<file path="src/sv/sal_pkg.sv">
// Shared types and constants for the shifting array list.
package sal_pkg;

   localparam int DATA_W   = 32;
   localparam int OP_W     = 3;
   localparam int TGT_W    = 5;
   localparam int STATUS_W = 2;
   localparam int PLACED_W = 4;
   localparam int COUNT_W  = 5;

   typedef enum logic [OP_W-1:0] {
      OP_APPEND       = 3'd0,
      OP_REMOVE_LAST  = 3'd1,
      OP_INSERT_FRONT = 3'd2,
      OP_REMOVE_FRONT = 3'd3,
      OP_INSERT_AT    = 3'd4,
      OP_REMOVE_AT    = 3'd5
   } op_type;

   typedef enum logic [STATUS_W-1:0] {
      ST_OK    = 2'd0,
      ST_FULL  = 2'd1,
      ST_EMPTY = 2'd2,
      ST_POS   = 2'd3
   } status_type;

   typedef struct packed {
      logic shift_up;
      logic shift_down;
   } cell_ctrl_type;

endpackage

</file>
<file path="src/sv/shifting_array_list.sv">
// Top level of the shifting array list: request decode, count and result register.
//
// An ordered list of up to CAPACITY signed 32-bit words held in a row of cells.
// A request transfer on the req_ channel carries an operation, a data word and
// a target position. On every insert or removal each cell compares its own
// index with the position and takes its lower neighbor, its upper neighbor or
// the new word, so all later entries move at once.
// One result transfer on the rsp_ channel follows every request. The result is
// registered and valid in the cycle after the request transfer; one request is
// taken per cycle as long as the receiver keeps rsp_ready high.
// When a result waits and rsp_ready is low, req_ready drops and the list holds
// still until the result transfer completes, so nothing is lost.
// Full, empty and bad-position requests leave the list unchanged and report a
// status. Reset empties the list at once; the cell contents are not cleared
// and are never read before they are written.
module shifting_array_list #(
   parameter int CAPACITY = 16
) (
   input  logic                            clock,
   input  logic                            reset,
   input  logic                            req_valid,
   output logic                            req_ready,
   input  logic [sal_pkg::OP_W-1:0]        req_operation,
   input  logic signed [sal_pkg::DATA_W-1:0] req_item_value,
   input  logic [sal_pkg::TGT_W-1:0]       req_target_index,
   output logic                            rsp_valid,
   input  logic                            rsp_ready,
   output logic [sal_pkg::STATUS_W-1:0]    rsp_status,
   output logic signed [sal_pkg::DATA_W-1:0] rsp_removed_value,
   output logic [sal_pkg::PLACED_W-1:0]    rsp_placed_index,
   output logic [sal_pkg::COUNT_W-1:0]     rsp_entry_count,
   output logic                            rsp_is_full,
   output logic                            rsp_is_empty
);
   import sal_pkg::*;

   localparam int CNT_W  = $clog2(CAPACITY + 1);
   localparam int IDX_W  = $clog2(CAPACITY);
   localparam int WIDE_W = (CNT_W > TGT_W) ? CNT_W : TGT_W;

   logic [CNT_W-1:0]    count_ff;
   logic [CNT_W-1:0]    count_in;
   logic                rsp_valid_ff;
   logic                rsp_valid_in;
   logic [STATUS_W-1:0] status_ff;
   logic [STATUS_W-1:0] status_in;
   logic [DATA_W-1:0]   removed_ff;
   logic [DATA_W-1:0]   removed_in;
   logic [PLACED_W-1:0] placed_ff;
   logic [PLACED_W-1:0] placed_in;
   logic [COUNT_W-1:0]  entry_count_ff;
   logic [COUNT_W-1:0]  entry_count_in;
   logic                full_ff;
   logic                full_in;
   logic                empty_ff;
   logic                empty_in;

   logic                accept;
   logic                is_full;
   logic                is_empty;
   logic                insert_ok;
   logic                remove_ok;
   logic [WIDE_W-1:0]   count_w;
   logic [WIDE_W-1:0]   tgt_w;
   logic [WIDE_W-1:0]   pos_w;
   logic [IDX_W-1:0]    pos;
   cell_ctrl_type       ctrl;
   status_type          status;
   logic [DATA_W-1:0]   cell_data [CAPACITY];

   assign req_ready = !rsp_valid_ff || rsp_ready;
   assign accept    = req_valid && req_ready;
   assign is_full   = (count_ff == CNT_W'(CAPACITY));
   assign is_empty  = (count_ff == '0);
   assign count_w   = WIDE_W'(count_ff);
   assign tgt_w     = WIDE_W'(req_target_index);

   always_comb begin
      status    = ST_OK;
      insert_ok = 1'b0;
      remove_ok = 1'b0;
      pos_w     = '0;
      case (op_type'(req_operation))
         OP_APPEND, OP_INSERT_FRONT, OP_INSERT_AT: begin
            if (op_type'(req_operation) == OP_APPEND) begin
               pos_w = count_w;
            end else if (op_type'(req_operation) == OP_INSERT_AT) begin
               pos_w = tgt_w;
            end
            if (is_full) begin
               status = ST_FULL;
            end else if (pos_w > count_w) begin
               status = ST_POS;
            end else begin
               insert_ok = 1'b1;
            end
         end
         OP_REMOVE_LAST, OP_REMOVE_FRONT: begin
            if (op_type'(req_operation) == OP_REMOVE_LAST) begin
               pos_w = count_w - WIDE_W'(1);
            end
            if (is_empty) begin
               status = ST_EMPTY;
            end else begin
               remove_ok = 1'b1;
            end
         end
         OP_REMOVE_AT: begin
            pos_w = tgt_w;
            if (tgt_w >= count_w) begin
               status = ST_POS;
            end else begin
               remove_ok = 1'b1;
            end
         end
         default: begin
            status = ST_OK;
         end
      endcase
   end

   assign pos             = pos_w[IDX_W-1:0];
   assign ctrl.shift_up   = accept && insert_ok;
   assign ctrl.shift_down = accept && remove_ok;

   for (genvar i = 0; i < CAPACITY; i++) begin : g_cell
      logic [DATA_W-1:0] lower;
      logic [DATA_W-1:0] upper;
      if (i == 0) begin : g_first
         assign lower = cell_data[i];
      end else begin : g_lower
         assign lower = cell_data[i-1];
      end
      if (i == CAPACITY - 1) begin : g_last
         assign upper = cell_data[i];
      end else begin : g_upper
         assign upper = cell_data[i+1];
      end
      sal_cell #(
         .INDEX (i),
         .POS_W (IDX_W)
      ) u_cell (
         .clock      (clock),
         .ctrl       (ctrl),
         .pos        (pos),
         .new_value  (req_item_value),
         .lower_data (lower),
         .upper_data (upper),
         .data       (cell_data[i])
      );
   end

   always_comb begin
      count_in = count_ff;
      if (ctrl.shift_up) begin
         count_in = count_ff + CNT_W'(1);
      end else if (ctrl.shift_down) begin
         count_in = count_ff - CNT_W'(1);
      end
   end

   always_comb begin
      rsp_valid_in   = rsp_valid_ff;
      status_in      = status_ff;
      removed_in     = removed_ff;
      placed_in      = placed_ff;
      entry_count_in = entry_count_ff;
      full_in        = full_ff;
      empty_in       = empty_ff;
      if (accept) begin
         rsp_valid_in   = 1'b1;
         status_in      = status;
         removed_in     = remove_ok ? cell_data[pos] : '0;
         placed_in      = insert_ok ? pos_w[PLACED_W-1:0] : '0;
         entry_count_in = COUNT_W'(count_in);
         full_in        = (count_in == CNT_W'(CAPACITY));
         empty_in       = (count_in == '0);
      end else if (rsp_ready) begin
         rsp_valid_in = 1'b0;
      end
   end

   always_ff @(posedge clock) begin
      if (reset) begin
         count_ff     <= '0;
         rsp_valid_ff <= 1'b0;
      end else begin
         count_ff     <= count_in;
         rsp_valid_ff <= rsp_valid_in;
      end
   end

   always_ff @(posedge clock) begin
      status_ff      <= status_in;
      removed_ff     <= removed_in;
      placed_ff      <= placed_in;
      entry_count_ff <= entry_count_in;
      full_ff        <= full_in;
      empty_ff       <= empty_in;
   end

   assign rsp_valid         = rsp_valid_ff;
   assign rsp_status        = status_ff;
   assign rsp_removed_value = removed_ff;
   assign rsp_placed_index  = placed_ff;
   assign rsp_entry_count   = entry_count_ff;
   assign rsp_is_full       = full_ff;
   assign rsp_is_empty      = empty_ff;

endmodule

</file>
<file path="src/sv/sal_cell.sv">
// One storage cell of the list that takes a word from a neighbor or the new word on a shift.
module sal_cell #(
   parameter int INDEX = 0,
   parameter int POS_W = 4
) (
   input  logic                          clock,
   input  sal_pkg::cell_ctrl_type        ctrl,
   input  logic [POS_W-1:0]              pos,
   input  logic [sal_pkg::DATA_W-1:0]    new_value,
   input  logic [sal_pkg::DATA_W-1:0]    lower_data,
   input  logic [sal_pkg::DATA_W-1:0]    upper_data,
   output logic [sal_pkg::DATA_W-1:0]    data
);
   import sal_pkg::*;

   localparam logic [POS_W-1:0] MY_INDEX = POS_W'(INDEX);

   logic [DATA_W-1:0] data_ff;
   logic [DATA_W-1:0] data_in;

   always_comb begin
      data_in = data_ff;
      if (ctrl.shift_up) begin
         if (MY_INDEX > pos) begin
            data_in = lower_data;
         end else if (MY_INDEX == pos) begin
            data_in = new_value;
         end
      end else if (ctrl.shift_down) begin
         if (MY_INDEX >= pos) begin
            data_in = upper_data;
         end
      end
   end

   always_ff @(posedge clock) begin
      data_ff <= data_in;
   end

   assign data = data_ff;

endmodule
</file>
<file path="config.mk">
export PLATFORM = sky130hd
export DESIGN_NAME = shifting_array_list
export DESIGN_NICKNAME = d
export VERILOG_FILES = /design/src/sv/sal_pkg.sv /design/src/sv/shifting_array_list.sv /design/src/sv/sal_cell.sv
export SDC_FILE = /design/constraint.sdc
export NUM_CORES = 2
export LEC_CHECK = 0
export ABC_AREA = 0
export BUFFER_PORTS_ARGS = -buffer_cell sky130_fd_sc_hd__buf_2
export CELL_PAD_IN_SITES_DETAIL_PLACEMENT = 0
export CELL_PAD_IN_SITES_GLOBAL_PLACEMENT = 1
export CORE_ASPECT_RATIO = 1.5
export CORE_MARGIN = 4
export CORE_UTILIZATION = 45
export CTS_CLUSTER_SIZE = 16
export DETAILED_ROUTE_END_ITERATION = 12
export GPL_TIMING_DRIVEN = 0
export PLACE_DENSITY_LB_ADDON = 0.2
export SYNTH_ARGS = -nofsm -noshare
export SYNTH_HDL_FRONTEND = slang
export SYNTH_SLANG_ARGS = --single-unit
export TNS_END_PERCENT = 20
</file>
<file path="constraint.sdc">
create_clock -name clock -period 6 [get_ports clock]
set_input_delay 0.6 -clock clock [delete_from_list [all_inputs] [get_ports clock]]
set_output_delay 0.6 -clock clock [all_outputs]
set_load 0.02 [all_outputs]
</file>
==> results.md <==
| Parameter | Value | Unit |
|---|---|---|
| Status | complete, no violations | - |
| Clock-pin slew on the worst setup and hold paths | 0.07 | ns |
| Signed area change from the synthesized netlist to the final layout | 12.3 | % |
| Number of buffers added on ports | 89 | - |
| DIE AREA | 77,100 | µm² |
| Post-Route Utilization | 51.1 | % |
| Met3 track utilization from global routing | 10.1 | % |
| CTS Root Buffer Type | sky130_fd_sc_hd__clkbuf_16 | - |
| Die span in x | 228 | µm |
| Number of DRC markers in iteration 0 | 4,266 | - |
| Yosys cell types | 68 | - |
| Measured slew at the worst slew-check pin | 1.40 | ns |
| Share of flip-flops with an asynchronous set or reset | 0 | % |
| Worst Setup Slack, final | 1.28 | ns |
| Via/cell ratio | 6.53 | - |
| Leading cell types by total area after synthesis | sky130_fd_sc_hd__edfxtp_1 51%, sky130_fd_sc_hd__nand2_1 13%, sky130_fd_sc_hd__mux2i_1 11%, sky130_fd_sc_hd__nand3_1 6.9%, sky130_fd_sc_hd__o21ai_0 3.5% | - |
| Warning count from the yosys run | 0 | - |
| Number of register bits inferred by synthesis | 563 | - |
| Met1 track utilization from global routing | 44.1 | % |
| Hold violation count in the final report | 0 | - |
| Net count reported at finish | 3,704 | - |
| Number of maximum-capacitance violations | 0 | - |
| Number of enable-type register cells in the synthesized netlist | 557 | - |
| Met2 Track Usage GR | 63.1 | % |
| CTS buffer count | 59 | - |
| GRT Util Overall | 38.2 | % |
| Finished Cell Area | 36,700 | µm² |
| Syn_nets | 3,538 | - |
| Cells on worst reg2reg path | 10 | - |
| Starting density of the core | 45.5 | % |
| Insertion delay to the later sink of the worst-skew pair | 0.68 | ns |
| Mean instance size in the synthesized netlist | 9.39 | µm² |
| Final wirelength | 152,000 | µm |
| Final setup fails | 0 | - |
| Biggest fanout along the worst timing path | 18 | - |
| Most common flop cell mapped by yosys | sky130_fd_sc_hd__edfxtp_1 | - |
| Ratio of final minimum period to clock period | 78.7 | % |
| Count of hold buffers inserted by post-cts repair | 0 | - |
| Class of the worst hold path | in -> reg | - |
| Startpoint types | flip-flop | - |
| Total count of max-transition violations in the final report | 0 | - |
| TritonCTS clock tree | done | - |
| Placeable core region | 71,800 | µm² |
| Largest net degree at the start of global routing | 42 | - |
| Sum of net half-perimeters after detailed placement | 109,000 | µm |
| PD cells | 326 | nW/µm² |
| TNS Setup | 0 | ns |
| Buffers inserted during post-CTS setup optimization | 0 | - |
| Routability-driven placement congestion ratio | 0.959 | - |
| Chip height | 338 | µm |
| Post-cts sizing count | 0 | - |
| Rows | 120 | - |
| Most Crowded Layer GR | met2 | - |
| Skew final | 0.0323 | ns |
| Global-route wire length before repair | 213,000 | µm |
| Maximum level of the CTS H-tree | 2 | - |
| First-pass iteration count of the detailed router | 6 | - |
| Sinks on the clock net | 563 | - |
| Required time of the critical path | 6.38 | ns |
| Clock Path Buffers | 3 | - |
| Crit. End Element | flip-flop | - |
| Worst Hold Path Cells | 2 | - |
| Largest area contributor in the synthesized netlist | sky130_fd_sc_hd__edfxtp_1 | - |
| Vias after detailed routing | 30,112 | - |
| Max frequency | 212 | MHz |
| WP data arrival | 5.10 | ns |
| Routed len/inst | 32.9 | µm |
| Synthesized netlist cell count | 3,482 | - |
| Antenna-violating nets left | 0 | - |
| Synthesized area | 32,700 | µm² |
| DRC violations left | 0 | - |
| Number of top-level design ports | 91 | - |
| Via count of the first global-routing pass | 29,850 | - |
| Time the final worst path needs with I/O delays and setup | 4.72 | ns |
| Fraction of final layout cells with drive strength greater than 1 | 11.3 | % |
| Rel. slew slack | 6.46 | % |
| Placed cell area | 34,700 | µm² |
| Total congestion overflow | 0 | - |
| Sequential-to-total area share from yosys stat | 51.5 | % |
| Type of the worst setup path | reg -> reg | - |
| Worst setup slack for register-to-register paths | 1.28 | ns |
| Leakage power of the design | 14.9 | nW |
| Synth top area share | 51.2 | % |
| Setup slack at placement | 0.911 | ns |
| Unrepaired setup endpoints after global routing | no | - |
| Number of antenna violations at the first check in global routing | 2 | - |
| Maximum vdd drop | 246 | µV |
where the power goes:
group	leakage [nW]	internal [W]	switching [W]	total (W)
Clock	0.950	0.00213	0.00177	0.00390
Sequential	5.20	0.00486	0.000230	0.00509
Combinational	8.73	0.000826	0.00216	0.00299
logic make-up after synthesis:
logic type	synth area share, %
muxes	12.1
adders and majority gates	0.459
AOI/OAI and AO/OA	8.84
and+or+nand+nor	21.9
DFF	51.5
xor gates and xnor gates	0.0804
buffers and inverters	5.13
worst max-delay path, stage by stage (launching register included):
cell	delay, ns
sky130_fd_sc_hd__dfxtp_1	0.44
sky130_fd_sc_hd__buf_6	0.19
sky130_fd_sc_hd__inv_1	0.11
sky130_fd_sc_hd__ha_1	0.31
sky130_fd_sc_hd__nand2_1	0.05
sky130_fd_sc_hd__o21ai_0	0.57
sky130_fd_sc_hd__a21o_1	0.38
sky130_fd_sc_hd__a31o_2	0.52
sky130_fd_sc_hd__buf_1	1.08
sky130_fd_sc_hd__nor2_4	0.38
sky130_fd_sc_hd__buf_12	0.30
layout make-up:
class / count / area, µm²
flip-flops and latches: 563 / 16800
diodes: 1 / 2.50
well taps: 915 / 1140
clock inverters: 44 / 432
plain buffers: 311 / 1610
repair buffers: 105 / 796
inverters: 15 / 61.3
clock buffers: 66 / 1520
multi-input cells: 2593 / 14300
fillers: 6859 / 35100
per-stage QoR:
| stage | std cells | hold WS [ns] | total power [W] |
|---|---|---|---|
| after global placement | 4486 | 0.532 | 0.00793 |
| after detailed placement | 4502 | 0.548 | 0.00804 |
| after floorplan | 3482 | 0.522 | 0.00674 |
| final | 4613 | 0.173 | 0.0120 |
| after global routing | 4612 | 0.190 | 0.0123 |
| after CTS | 4612 | 0.173 | 0.0119 |
Yosys cell counts, types with 2 or more instances:
master	instances
sky130_fd_sc_hd__nand2b_1	6
sky130_fd_sc_hd__buf_6	11
sky130_fd_sc_hd__nor2b_1	11
sky130_fd_sc_hd__a31o_2	2
sky130_fd_sc_hd__edfxtp_1	557
sky130_fd_sc_hd__nor3_1	6
sky130_fd_sc_hd__clkbuf_1	147
sky130_fd_sc_hd__buf_2	99
sky130_fd_sc_hd__o21ai_1	129
sky130_fd_sc_hd__mux2i_1	358
sky130_fd_sc_hd__o21ai_0	230
sky130_fd_sc_hd__buf_1	6
sky130_fd_sc_hd__ha_1	12
sky130_fd_sc_hd__a31oi_1	33
sky130_fd_sc_hd__clkbuf_4	19
sky130_fd_sc_hd__a21o_1	5
sky130_fd_sc_hd__nor2_1	53
sky130_fd_sc_hd__buf_12	3
sky130_fd_sc_hd__o21a_1	5
sky130_fd_sc_hd__and3b_1	2
sky130_fd_sc_hd__buf_4	23
sky130_fd_sc_hd__a21boi_1	3
sky130_fd_sc_hd__nand3_1	453
sky130_fd_sc_hd__buf_8	3
sky130_fd_sc_hd__xnor2_1	2
sky130_fd_sc_hd__inv_1	13
sky130_fd_sc_hd__mux2_2	32
sky130_fd_sc_hd__nand2_2	2
sky130_fd_sc_hd__a211oi_2	2
sky130_fd_sc_hd__a211oi_1	4
sky130_fd_sc_hd__dfxtp_1	6
sky130_fd_sc_hd__a211o_1	2
sky130_fd_sc_hd__o211ai_1	64
sky130_fd_sc_hd__a21oi_1	6
sky130_fd_sc_hd__nand4_1	35
sky130_fd_sc_hd__a2111oi_0	2
sky130_fd_sc_hd__or3_1	2
sky130_fd_sc_hd__and2_1	3
sky130_fd_sc_hd__nand2_1	1102
registers in the layout, indices dropped and copies added, names as in the netlist:
name                cells
count_ff                5
g_cell.u_cell.data    512
rsp_entry_count         5
rsp_is_empty            1
rsp_is_full             1
rsp_placed_index        4
rsp_removed_value      32
rsp_status              2
rsp_valid               1
layout by cell type, fill, tap and decap left out, types with 15 or more instances in the layout:
master                         n
sky130_fd_sc_hd__clkbuf_16    60
sky130_fd_sc_hd__buf_12       15
sky130_fd_sc_hd__nor2_1       42
sky130_fd_sc_hd__nand2_1    1102
sky130_fd_sc_hd__o21ai_0     230
sky130_fd_sc_hd__clkbuf_1    153
sky130_fd_sc_hd__mux2_2       32
sky130_fd_sc_hd__mux2i_1     358
sky130_fd_sc_hd__a31oi_1      33
sky130_fd_sc_hd__nand4_1      35
sky130_fd_sc_hd__clkinv_1     18
sky130_fd_sc_hd__nand3_1     453
sky130_fd_sc_hd__o211ai_1     64
sky130_fd_sc_hd__edfxtp_1    557
sky130_fd_sc_hd__buf_2       188
sky130_fd_sc_hd__buf_4        23
sky130_fd_sc_hd__clkbuf_4     19
sky130_fd_sc_hd__o21ai_1     129
final timing paths:
kind / start / endpoint
hold reg to reg: g_cell[15].u_cell.data[17]$_DFFE_PP_ / g_cell[14].u_cell.data[17]$_DFFE_PP_
setup / recovery: count_ff[2]$_SDFF_PP0_ / g_cell[2].u_cell.data[15]$_DFFE_PP_
setup reg to reg: count_ff[2]$_SDFF_PP0_ / g_cell[2].u_cell.data[15]$_DFFE_PP_
hold / removal: reset / count_ff[4]$_SDFF_PP0_
metal layers:
metal  part of all wire (%)  vias up  wire length (µm)
met2                     47     2101             71100
li1                       -    12724                 -
met4                    7.6        4             11500
met3                     11      617             16200
met1                     35    14666             52800
met5                  0.050        -                76
Note: power is estimated with default switching activity, not from simulation.
